--- config.mk ---
export PLATFORM = sky130hd
export DESIGN_NAME = char_lcd_nibble_sequencer_core_flat
export DESIGN_NICKNAME = d
export VERILOG_FILES = /design/src/sv/clns_pkg.sv /design/src/sv/clns_req_if.sv /design/src/sv/clns_strobe_if.sv /design/src/sv/char_lcd_nibble_sequencer_core.sv /design/src/flat_wrapper.sv
export SDC_FILE = /design/constraint.sdc
export NUM_CORES = 1
export LEC_CHECK = 0
export BUFFER_PORTS_ARGS = -buffer_cell sky130_fd_sc_hd__buf_2
export CORE_ASPECT_RATIO = 0.7
export CORE_MARGIN = 2
export CORE_UTILIZATION = 50
export CTS_CLUSTER_DIAMETER = 60
export CTS_CLUSTER_SIZE = 24
export DETAILED_ROUTE_END_ITERATION = 8
export PLACE_DENSITY = 0.83
export SLEW_MARGIN = 10
export SYNTH_ARGS = -nofsm -noshare
export SYNTH_HDL_FRONTEND = slang
export SYNTH_SLANG_ARGS = --single-unit
--- constraint.sdc ---
create_clock -name clk -period 5.5 [get_ports clk]
set_input_delay 0.825 -clock clk [delete_from_list [all_inputs] [get_ports clk]]
set_output_delay 0.825 -clock clk [all_outputs]
set_load 0.03 [all_outputs]
--- src/sv/clns_pkg.sv ---
`timescale 1ns / 1ps
// ----------------------------------------------------------------------------
// clns_pkg: shared types and constants of the character LCD nibble sequencer
// Request kinds, register map, sequencer state and LCD command constants.
// ----------------------------------------------------------------------------
package clns_pkg;

	localparam int ModeW   = 3;
	localparam int ByteW   = 8;
	localparam int NibW    = 4;
	localparam int RowW    = 3;
	localparam int ColW    = 6;
	localparam int WaitW   = 2;
	localparam int StepW   = 4;
	localparam int AddrW   = 7;
	localparam int PaddrW  = 4;
	localparam int PdataW  = 32;

	typedef enum logic [ModeW-1:0] {
		MODE_INIT   = 3'd0,
		MODE_CMD    = 3'd1,
		MODE_CHAR   = 3'd2,
		MODE_ADDR   = 3'd3,
		MODE_CURSOR = 3'd4
	} mode_t;

	typedef enum logic [1:0] {
		REG_FUNCTION_SET    = 2'd0,
		REG_ENTRY_MODE      = 2'd1,
		REG_DISPLAY_CONTROL = 2'd2
	} reg_idx_t;

	typedef enum logic {
		ST_IDLE = 1'b0,
		ST_RUN  = 1'b1
	} seq_state_t;

	localparam logic [ByteW-1:0] FunctionSetRst    = 8'h28;
	localparam logic [ByteW-1:0] EntryModeRst      = 8'h06;
	localparam logic [ByteW-1:0] DisplayControlRst = 8'h0E;
	localparam logic [ByteW-1:0] CmdClear          = 8'h01;
	localparam logic [NibW-1:0]  NibWake           = 4'h3;
	localparam logic [NibW-1:0]  NibBus4           = 4'h2;
	localparam logic [ByteW-1:0] SetDdramBit       = 8'h80;

	localparam logic [AddrW-1:0] RowBase1 = 7'h00;
	localparam logic [AddrW-1:0] RowBase2 = 7'h40;
	localparam logic [AddrW-1:0] RowBase3 = 7'h14;
	localparam logic [AddrW-1:0] RowBase4 = 7'h54;

	localparam logic [WaitW-1:0] WaitLong  = 2'd3;
	localparam logic [WaitW-1:0] WaitShort = 2'd1;
	localparam logic [WaitW-1:0] WaitNone  = 2'd0;

	// init strobe sequence: 0..2 wake-up nibbles, 3 the 0x2 nibble, 4..11 four command bytes
	localparam logic [StepW-1:0] StepFirst    = 4'd0;
	localparam logic [StepW-1:0] StepWake2    = 4'd1;
	localparam logic [StepW-1:0] StepWake3    = 4'd2;
	localparam logic [StepW-1:0] StepBus4     = 4'd3;
	localparam logic [StepW-1:0] StepEntryLd  = 4'd5;
	localparam logic [StepW-1:0] StepDispLd   = 4'd7;
	localparam logic [StepW-1:0] StepClearLd  = 4'd9;
	localparam logic [StepW-1:0] StepLastByte = 4'd10;
	localparam logic [StepW-1:0] StepLast     = 4'd11;

	// clear, return home and entry-related codes 1..3 need a longer settle
	function automatic logic slow_cmd(input logic [ByteW-1:0] c);
		return (c == 8'd1) || (c == 8'd2) || (c == 8'd3);
	endfunction

endpackage

--- src/sv/clns_req_if.sv ---
`timescale 1ns / 1ps
// ----------------------------------------------------------------------------
// clns_req_if: request channel of the character LCD nibble sequencer
// Valid/ready channel carrying one LCD request.
// ----------------------------------------------------------------------------
interface clns_req_if;
	logic                       valid;
	logic                       ready;
	logic [clns_pkg::ModeW-1:0] mode;
	logic [clns_pkg::ByteW-1:0] value;
	logic [clns_pkg::RowW-1:0]  row;
	logic [clns_pkg::ColW-1:0]  column;

	modport source (output valid, mode, value, row, column, input ready);
	modport sink   (input valid, mode, value, row, column, output ready);
endinterface

--- src/sv/clns_strobe_if.sv ---
`timescale 1ns / 1ps
// ----------------------------------------------------------------------------
// clns_strobe_if: strobe channel of the character LCD nibble sequencer
// Valid/ready channel carrying one enable strobe for the LCD bus.
// ----------------------------------------------------------------------------
interface clns_strobe_if;
	logic                       valid;
	logic                       ready;
	logic                       reg_select;
	logic [clns_pkg::NibW-1:0]  nibble;
	logic [clns_pkg::WaitW-1:0] pre_wait_units;
	logic                       extra_settle;
	logic                       last_strobe;

	modport source (output valid, reg_select, nibble, pre_wait_units, extra_settle,
		last_strobe, input ready);
	modport sink   (input valid, reg_select, nibble, pre_wait_units, extra_settle,
		last_strobe, output ready);
endinterface

--- src/sv/char_lcd_nibble_sequencer_core.sv ---
`timescale 1ns / 1ps
// ----------------------------------------------------------------------------
// char_lcd_nibble_sequencer_core: 4-bit character LCD request sequencer
// Turns LCD requests into nibble strobes through a nibble shift register.
// ----------------------------------------------------------------------------
// Each request becomes a run of enable strobes, high nibble first, one strobe
// per cycle unless the sink stalls, into an output register that frees itself
// as the sink takes it. An init request gives twelve strobes (three wake-up 0x3,
// one 0x2, the three setup registers and a clear); command, character, set
// address and cursor requests give two. The next request is taken the cycle
// after the last strobe of the current one enters the output register; a cursor
// request with a bad row or column 0, or an unknown mode, gives no strobes and
// leaves the core ready for another request. The setup registers sit on an APB
// port at byte addresses 0, 4 and 8; the user must write them only while no
// request is in progress, as the core itself does not enforce this.
module char_lcd_nibble_sequencer_core (
	input  logic                          clk,
	input  logic                          arst_n,
	clns_req_if.sink                      req_ch,
	clns_strobe_if.source                 strobe_ch,
	input  logic                          psel,
	input  logic                          penable,
	input  logic                          pwrite,
	input  logic [clns_pkg::PaddrW-1:0]   paddr,
	input  logic [clns_pkg::PdataW-1:0]   pwdata,
	output logic [clns_pkg::PdataW-1:0]   prdata,
	output logic                          pready
);

	// setup registers
	logic [clns_pkg::ByteW-1:0] function_set_q;
	logic [clns_pkg::ByteW-1:0] entry_mode_q;
	logic [clns_pkg::ByteW-1:0] display_control_q;

	logic                          cfg_wr;
	clns_pkg::reg_idx_t            cfg_idx;

	assign pready  = 1'b1;
	assign cfg_wr  = psel && penable && pwrite && pready;
	assign cfg_idx = clns_pkg::reg_idx_t'(paddr[3:2]);

	always_ff @(posedge clk or negedge arst_n) begin
		if (!arst_n) begin
			function_set_q    <= clns_pkg::FunctionSetRst;
			entry_mode_q      <= clns_pkg::EntryModeRst;
			display_control_q <= clns_pkg::DisplayControlRst;
		end else if (cfg_wr && (paddr[1:0] == 2'b00)) begin
			case (cfg_idx)
				clns_pkg::REG_FUNCTION_SET:    function_set_q    <= pwdata[7:0];
				clns_pkg::REG_ENTRY_MODE:      entry_mode_q      <= pwdata[7:0];
				clns_pkg::REG_DISPLAY_CONTROL: display_control_q <= pwdata[7:0];
				default: ;
			endcase
		end
	end

	always_comb begin
		prdata = '0;
		if (paddr[1:0] == 2'b00) begin
			case (cfg_idx)
				clns_pkg::REG_FUNCTION_SET:    prdata[7:0] = function_set_q;
				clns_pkg::REG_ENTRY_MODE:      prdata[7:0] = entry_mode_q;
				clns_pkg::REG_DISPLAY_CONTROL: prdata[7:0] = display_control_q;
				default:                       prdata      = '0;
			endcase
		end
	end

	// request decode
	clns_pkg::seq_state_t          state_q, state_d;
	logic [clns_pkg::StepW-1:0]    step_q;
	logic [clns_pkg::ByteW-1:0]    sh_q;
	logic                          settle_q;
	logic                          rs_q;

	logic                          req_acc;
	logic                          req_go;
	logic [clns_pkg::AddrW-1:0]    row_base;
	logic                          row_ok;
	logic [clns_pkg::AddrW-1:0]    cur_addr;
	logic [clns_pkg::ByteW-1:0]    ld_byte;
	logic                          ld_settle;
	logic                          ld_rs;

	always_comb begin
		row_ok   = 1'b1;
		row_base = clns_pkg::RowBase1;
		case (req_ch.row)
			3'd1:    row_base = clns_pkg::RowBase1;
			3'd2:    row_base = clns_pkg::RowBase2;
			3'd3:    row_base = clns_pkg::RowBase3;
			3'd4:    row_base = clns_pkg::RowBase4;
			default: row_ok   = 1'b0;
		endcase
	end

	// one-based column, address wraps to 7 bits
	assign cur_addr = row_base + {1'b0, req_ch.column} - 7'd1;

	always_comb begin
		req_go    = 1'b1;
		ld_byte   = req_ch.value;
		ld_settle = 1'b0;
		ld_rs     = 1'b0;
		case (clns_pkg::mode_t'(req_ch.mode))
			clns_pkg::MODE_INIT: begin
				ld_byte   = function_set_q;
				ld_settle = clns_pkg::slow_cmd(function_set_q);
			end
			clns_pkg::MODE_CMD: begin
				ld_settle = clns_pkg::slow_cmd(req_ch.value);
			end
			clns_pkg::MODE_CHAR: begin
				ld_rs = 1'b1;
			end
			clns_pkg::MODE_ADDR: begin
				ld_byte = req_ch.value | clns_pkg::SetDdramBit;
			end
			clns_pkg::MODE_CURSOR: begin
				ld_byte = {1'b1, cur_addr};
				req_go  = row_ok && (req_ch.column != '0);
			end
			default: req_go = 1'b0;
		endcase
	end

	// strobe generation
	logic                          out_valid_q;
	logic                          out_rs_q;
	logic [clns_pkg::NibW-1:0]     out_nib_q;
	logic [clns_pkg::WaitW-1:0]    out_wait_q;
	logic                          out_settle_q;
	logic                          out_last_q;

	logic                          emit;
	logic                          emit_last;
	logic [clns_pkg::NibW-1:0]     emit_nib;
	logic [clns_pkg::WaitW-1:0]    emit_wait;
	logic                          emit_settle;

	assign req_ch.ready = (state_q == clns_pkg::ST_IDLE);
	assign req_acc      = req_ch.valid && req_ch.ready;
	assign emit         = (state_q == clns_pkg::ST_RUN) && (!out_valid_q || strobe_ch.ready);
	assign emit_last    = (step_q == clns_pkg::StepLast);

	always_comb begin
		state_d     = state_q;
		emit_nib    = sh_q[7:4];
		emit_wait   = clns_pkg::WaitNone;
		emit_settle = step_q[0] && settle_q;
		case (step_q)
			clns_pkg::StepFirst: begin
				emit_nib    = clns_pkg::NibWake;
				emit_wait   = clns_pkg::WaitLong;
				emit_settle = 1'b0;
			end
			clns_pkg::StepWake2, clns_pkg::StepWake3: begin
				emit_nib    = clns_pkg::NibWake;
				emit_wait   = clns_pkg::WaitShort;
				emit_settle = 1'b0;
			end
			clns_pkg::StepBus4: begin
				emit_nib    = clns_pkg::NibBus4;
				emit_settle = 1'b0;
			end
			default: ;
		endcase
		case (state_q)
			clns_pkg::ST_IDLE: if (req_acc && req_go) state_d = clns_pkg::ST_RUN;
			clns_pkg::ST_RUN:  if (emit && emit_last) state_d = clns_pkg::ST_IDLE;
			default:           state_d = clns_pkg::ST_IDLE;
		endcase
	end

	always_ff @(posedge clk or negedge arst_n) begin
		if (!arst_n) begin
			state_q <= clns_pkg::ST_IDLE;
		end else begin
			state_q <= state_d;
		end
	end

	always_ff @(posedge clk or negedge arst_n) begin
		if (!arst_n) begin
			step_q <= '0;
		end else if (req_acc) begin
			step_q <= (req_ch.mode == clns_pkg::MODE_INIT) ? clns_pkg::StepFirst
				: clns_pkg::StepLastByte;
		end else if (emit) begin
			step_q <= step_q + 4'd1;
		end
	end

	// nibble shift register: high nibble out, shift, reload after the low nibble
	always_ff @(posedge clk) begin
		if (req_acc) begin
			sh_q     <= ld_byte;
			settle_q <= ld_settle;
			rs_q     <= ld_rs;
		end else if (emit && (step_q > clns_pkg::StepBus4)) begin
			case (step_q)
				clns_pkg::StepEntryLd: begin
					sh_q     <= entry_mode_q;
					settle_q <= clns_pkg::slow_cmd(entry_mode_q);
				end
				clns_pkg::StepDispLd: begin
					sh_q     <= display_control_q;
					settle_q <= clns_pkg::slow_cmd(display_control_q);
				end
				clns_pkg::StepClearLd: begin
					sh_q     <= clns_pkg::CmdClear;
					settle_q <= 1'b1;
				end
				default: sh_q <= {sh_q[3:0], 4'h0};
			endcase
		end
	end

	always_ff @(posedge clk or negedge arst_n) begin
		if (!arst_n) begin
			out_valid_q <= 1'b0;
		end else if (emit) begin
			out_valid_q <= 1'b1;
		end else if (strobe_ch.ready) begin
			out_valid_q <= 1'b0;
		end
	end

	always_ff @(posedge clk) begin
		if (emit) begin
			out_rs_q     <= rs_q;
			out_nib_q    <= emit_nib;
			out_wait_q   <= emit_wait;
			out_settle_q <= emit_settle;
			out_last_q   <= emit_last;
		end
	end

	assign strobe_ch.valid          = out_valid_q;
	assign strobe_ch.reg_select     = out_rs_q;
	assign strobe_ch.nibble         = out_nib_q;
	assign strobe_ch.pre_wait_units = out_wait_q;
	assign strobe_ch.extra_settle   = out_settle_q;
	assign strobe_ch.last_strobe    = out_last_q;

`ifndef SYNTH
	a_last_ends_run: assert property (@(posedge clk) disable iff (!arst_n)
		(emit && emit_last) |=> (state_q == clns_pkg::ST_IDLE))
		else $error("sequencer still running after last strobe");

	a_init_starts: assert property (@(posedge clk) disable iff (!arst_n)
		(req_acc && (req_ch.mode == clns_pkg::MODE_INIT))
		|=> ((state_q == clns_pkg::ST_RUN) && (step_q == clns_pkg::StepFirst)))
		else $error("init request did not start at first wake-up strobe");

	a_wait_is_wake: assert property (@(posedge clk) disable iff (!arst_n)
		(strobe_ch.valid && (strobe_ch.pre_wait_units != clns_pkg::WaitNone))
		|-> ((strobe_ch.nibble == clns_pkg::NibWake) && !strobe_ch.reg_select
			&& !strobe_ch.extra_settle && !strobe_ch.last_strobe))
		else $error("power-up wait on a strobe other than wake-up");

	a_no_emit_idle: assert property (@(posedge clk) disable iff (!arst_n)
		(state_q == clns_pkg::ST_IDLE) |=> !$rose(out_valid_q) || $past(emit))
		else $error("strobe produced while idle");
`endif

endmodule

--- src/flat_wrapper.sv ---
// flat-port wrapper written by rule: the top's interface ports become plain ports
module char_lcd_nibble_sequencer_core_flat 
  (clk, arst_n, psel, penable, pwrite, paddr, pwdata, prdata, pready, req_ch_valid, req_ch_mode, req_ch_value, req_ch_row, req_ch_column, req_ch_ready, strobe_ch_valid, strobe_ch_reg_select, strobe_ch_nibble, strobe_ch_pre_wait_units, strobe_ch_extra_settle, strobe_ch_last_strobe, strobe_ch_ready);
  clns_req_if req_ch_i ();
  clns_strobe_if strobe_ch_i ();
  input  logic clk;
  input  logic arst_n;
  input  logic psel;
  input  logic penable;
  input  logic pwrite;
  input  logic [clns_pkg::PaddrW-1:0] paddr;
  input  logic [clns_pkg::PdataW-1:0] pwdata;
  output logic [clns_pkg::PdataW-1:0] prdata;
  output logic pready;
  input wire logic [$bits(req_ch_i.valid)-1:0] req_ch_valid;
  input wire logic [$bits(req_ch_i.mode)-1:0] req_ch_mode;
  input wire logic [$bits(req_ch_i.value)-1:0] req_ch_value;
  input wire logic [$bits(req_ch_i.row)-1:0] req_ch_row;
  input wire logic [$bits(req_ch_i.column)-1:0] req_ch_column;
  output wire logic [$bits(req_ch_i.ready)-1:0] req_ch_ready;
  output wire logic [$bits(strobe_ch_i.valid)-1:0] strobe_ch_valid;
  output wire logic [$bits(strobe_ch_i.reg_select)-1:0] strobe_ch_reg_select;
  output wire logic [$bits(strobe_ch_i.nibble)-1:0] strobe_ch_nibble;
  output wire logic [$bits(strobe_ch_i.pre_wait_units)-1:0] strobe_ch_pre_wait_units;
  output wire logic [$bits(strobe_ch_i.extra_settle)-1:0] strobe_ch_extra_settle;
  output wire logic [$bits(strobe_ch_i.last_strobe)-1:0] strobe_ch_last_strobe;
  input wire logic [$bits(strobe_ch_i.ready)-1:0] strobe_ch_ready;
  assign req_ch_i.valid = req_ch_valid;
  assign req_ch_i.mode = req_ch_mode;
  assign req_ch_i.value = req_ch_value;
  assign req_ch_i.row = req_ch_row;
  assign req_ch_i.column = req_ch_column;
  assign req_ch_ready = req_ch_i.ready;
  assign strobe_ch_valid = strobe_ch_i.valid;
  assign strobe_ch_reg_select = strobe_ch_i.reg_select;
  assign strobe_ch_nibble = strobe_ch_i.nibble;
  assign strobe_ch_pre_wait_units = strobe_ch_i.pre_wait_units;
  assign strobe_ch_extra_settle = strobe_ch_i.extra_settle;
  assign strobe_ch_last_strobe = strobe_ch_i.last_strobe;
  assign strobe_ch_i.ready = strobe_ch_ready;
  char_lcd_nibble_sequencer_core u_core (.clk(clk), .arst_n(arst_n), .req_ch(req_ch_i), .strobe_ch(strobe_ch_i), .psel(psel), .penable(penable), .pwrite(pwrite), .paddr(paddr), .pwdata(pwdata), .prdata(prdata), .pready(pready));
endmodule
==> flow_summary.json <==
{
  "die_h_um": 70.0,
  "p_comb_share_pct": 37.5,
  "p_seq_share_pct": 46.1,
  "h-tree-depth": 2,
  "slowest_delay_ns": 0.46,
  "setup_violations": 0,
  "drv_cap": 0,
  "setup_tns_ns": 0,
  "grt_pass1_vias": 2169,
  "cp.arrival_ns": 3.05,
  "path_buf_inv": 1,
  "placed_cells": 437,
  "clockPowerShare_pct": 16.4,
  "port_buffers": 57,
  "synth_commonest_cells": "38 x nor2_1, 25 x buf_4, 23 x dfrtp_1",
  "cts_root_buffer": "clkbuf_8",
  "synthFlopType": "dfrtp_1",
  "cp_cell_sequence": "buf_2 -> nor2_1 -> a21oi_1 -> ha_1 -> fa_1 -> nor2b_4 -> o21a_1 -> o21ai_0 -> a311oi_1 -> nor3_1 -> a221o_1",
  "rsz0062_at_grt": "false",
  "vias_per_cell": 5.45,
  "grtUsageTotal_pct": 18.8,
  "die_w_um": 98.3,
  "synth_top_area_share_pct": 18.5,
  "fillCellCount": 555,
  "fin_crit_ns": 3.00,
  "startpoint_type": "input port",
  "clk_pin_slew_worst_paths_ns": 0.09,
  "fin_crit_sh_pct": 54.6,
  "synth_cells": 316,
  "syn_to_final_growth_pct": 9.89,
  "core_area_sq_um": 6130,
  "gp_congestion": 0.871,
  "ys_seq_area_share_pct": 42.7,
  "drv_slew": 0,
  "drive_above_1_share_pct": 21.5,
  "die_area_sq_um": 6880,
  "cp_top_family": "compound AO/OA/AOI/OAI gates",
  "status": "finished, final reports clean",
  "p_per_area_nw_per_um2": 373,
  "synth_enable_flop_cells": 19,
  "postSynth.asyncResetShare_pct": 61.2,
  "ys_top_cells_by_area": "dfrtp_1 18%, edfxtp_1 18%, mux2_1 7.2%",
  "vdd_drop_max_uv": 172,
  "p_leak_nw": 1.61,
  "slowest_stage": "fa_1",
  "design_area_sq_um": 3420,
  "worst_hold_slack_ns": 0.422,
  "antenna_found_initial": 0,
  "min_path_type": "flip-flop to flip-flop",
  "p_switching_uw": 498,
  "wl_um": 6640,
  "n_antenna_cell": 0,
  "clock_skew_ns": 0.00957,
  "worstPathMaxFanout": 3,
  "worst_setup_path_end_kind": "flip-flop",
  "ant_nets": 0,
  "grt_first_pass_wirelength_um": 10400,
  "stdcell_count": 445,
  "via_count": 2427,
  "clock-sinks": 49,
  "dpl.hpwl_um": 5170,
  "cts_tree": "built",
  "syn_area_per_cell_sq_um": 9.85,
  "rows": 24,
  "wl_per_cell_um": 14.9,
  "io_pins": 107,
  "syn_area_sq_um": 3110,
  "grt_max_degree": 31,
  "place_area_sq_um": 3340,
  "ys_warn_count": 0,
  "fin_nets": 442,
  "fmax_mhz": 333,
  "synth_most_common_cell": "nor2_1",
  "cts_resized": 0,
  "start_util_pct": 50.8,
  "dr.pass1.iters": 5,
  "cts_buffer_depth": 2,
  "postCtsSetupBuffers": 0,
  "yosysUniqueCellTypes": 55,
  "drtIter0Drc": 222,
  "slew_headroom_pct": 21.2,
  "p_sw_share_pct": 39.1,
  "yosysTopAreaCell": "dfrtp_1",
  "grt_overflow": 0,
  "drc": 0,
  "tightest_slew_ns": 1.17,
  "clk_latency_ns": 0.31,
  "finalHoldViolCount": 0,
  "cp.required_ns": 5.55,
  "cts-hold-fix-buffers": 0,
  "internal_power_uw": 777,
  "critical_path_class": "input port to flip-flop",
  "yosys_register_bits": 49,
  "cts_buffers": 5
}
power by group through the flow:
stage	Sequential [mW]	Combinational [mW]	Clock (mW)
3_5_place_dp	0.593	0.474	0
5_1_grt	0.599	0.516	0.232
3_3_place_gp	0.587	0.457	0
4_1_cts	0.586	0.476	0.214
2_1_floorplan	0.636	0.312	0
6_report	0.587	0.478	0.209
logic make-up after synthesis:
kind of cell    Yosys count  synth area share [%]
other cells               2                 0.241
flops                    49                  42.7
buf+inv                  57                  10.3
mux                      32                  11.3
simple gates             93                  14.7
fa+ha+maj                13                  5.47
compound gates           65                  13.9
xor+xnor                  5                  1.41
final timing paths:
path / start / end / slack (ns) / cells after the start
max: req_ch_row[1] / u_core.sh_q[5] / 2.50 / 11
min: u_core.rs_q / u_core.strobe_ch.reg_select / 0.42 / 0
max reg2reg: u_core.state_q / u_core.settle_q / 3.36 / 4
min reg2reg: u_core.rs_q / u_core.strobe_ch.reg_select / 0.42 / 0
max in group asynchronous: arst_n / u_core.entry_mode_q[6] / 4.51 / 1
min in group asynchronous: arst_n / u_core.display_control_q[4] / 0.54 / 1
layer usage:
layer,global-route usage (%),part of all wire (%)
met1,27.1,46
met2,29.1,47
met3,4.10,5.1
met4,4.87,1.1
met5,0,0
placed cells by master (no fill, tap or decap), types with 5 or more instances in the layout:
| master | netlist | final |
|---|---|---|
| nor2b_1 | 6 | 6 |
| conb_1 | 2 | 25 |
| dfrtp_1 | 23 | 23 |
| clkbuf_8 | 0 | 5 |
| edfxtp_1 | 19 | 19 |
| buf_2 | 5 | 57 |
| nor3_1 | 10 | 10 |
| mux2_1 | 20 | 20 |
| nand2_1 | 14 | 14 |
| a211oi_1 | 8 | 8 |
| o21ai_0 | 8 | 8 |
| inv_1 | 18 | 18 |
| mux2i_1 | 8 | 8 |
| nor2_1 | 38 | 38 |
| ha_1 | 12 | 12 |
| a21oi_1 | 21 | 21 |
| dfstp_2 | 7 | 7 |
state kept, by name, indices dropped and copies added (netlist names):
name / cells
u_core.settle_q: 1
u_core.strobe_ch.reg_select: 1
u_core.display_control_q: 8
u_core.rs_q: 1
u_core.entry_mode_q: 8
u_core.strobe_ch.extra_settle: 1
u_core.strobe_ch.pre_wait_units: 2
u_core.state_q: 1
u_core.step_q: 4
u_core.strobe_ch.last_strobe: 1
u_core.function_set_q: 8
u_core.sh_q: 8
u_core.strobe_ch.nibble: 4
u_core.strobe_ch.valid: 1
cell type report:
type | instances | area [sq um] | share of cell area, %
flip-flops and latches | 49 | 1330 | 38.9
well taps | 78 | 97.6 | 2.85
multi-input cells | 233 | 1550 | 45.3
clock buffers | 6 | 72.6 | 2.12
inverters | 20 | 75.1 | 2.20
repair buffers | 57 | 285 | 8.34
clock inverters | 2 | 11.3 | 0.329
stage by stage:
step           util [%]  setup WS (ns)  power (mW)
6_report           55.8           2.50        1.27
5_1_grt            55.8           2.38        1.35
4_1_cts            55.8           2.50        1.28
3_5_place_dp       54.5           2.17        1.07
3_3_place_gp       54.5           2.19        1.04
2_1_floorplan         -           2.57       0.948
worst register-to-register path, stage by stage, from the launching register on:
cell and delay (ns):
dfrtp_1 0.39, inv_1 0.07, nand2_1 0.50, o21ai_0 0.62, nor2b_1 0.31
(Power assumes the default switching activity.)
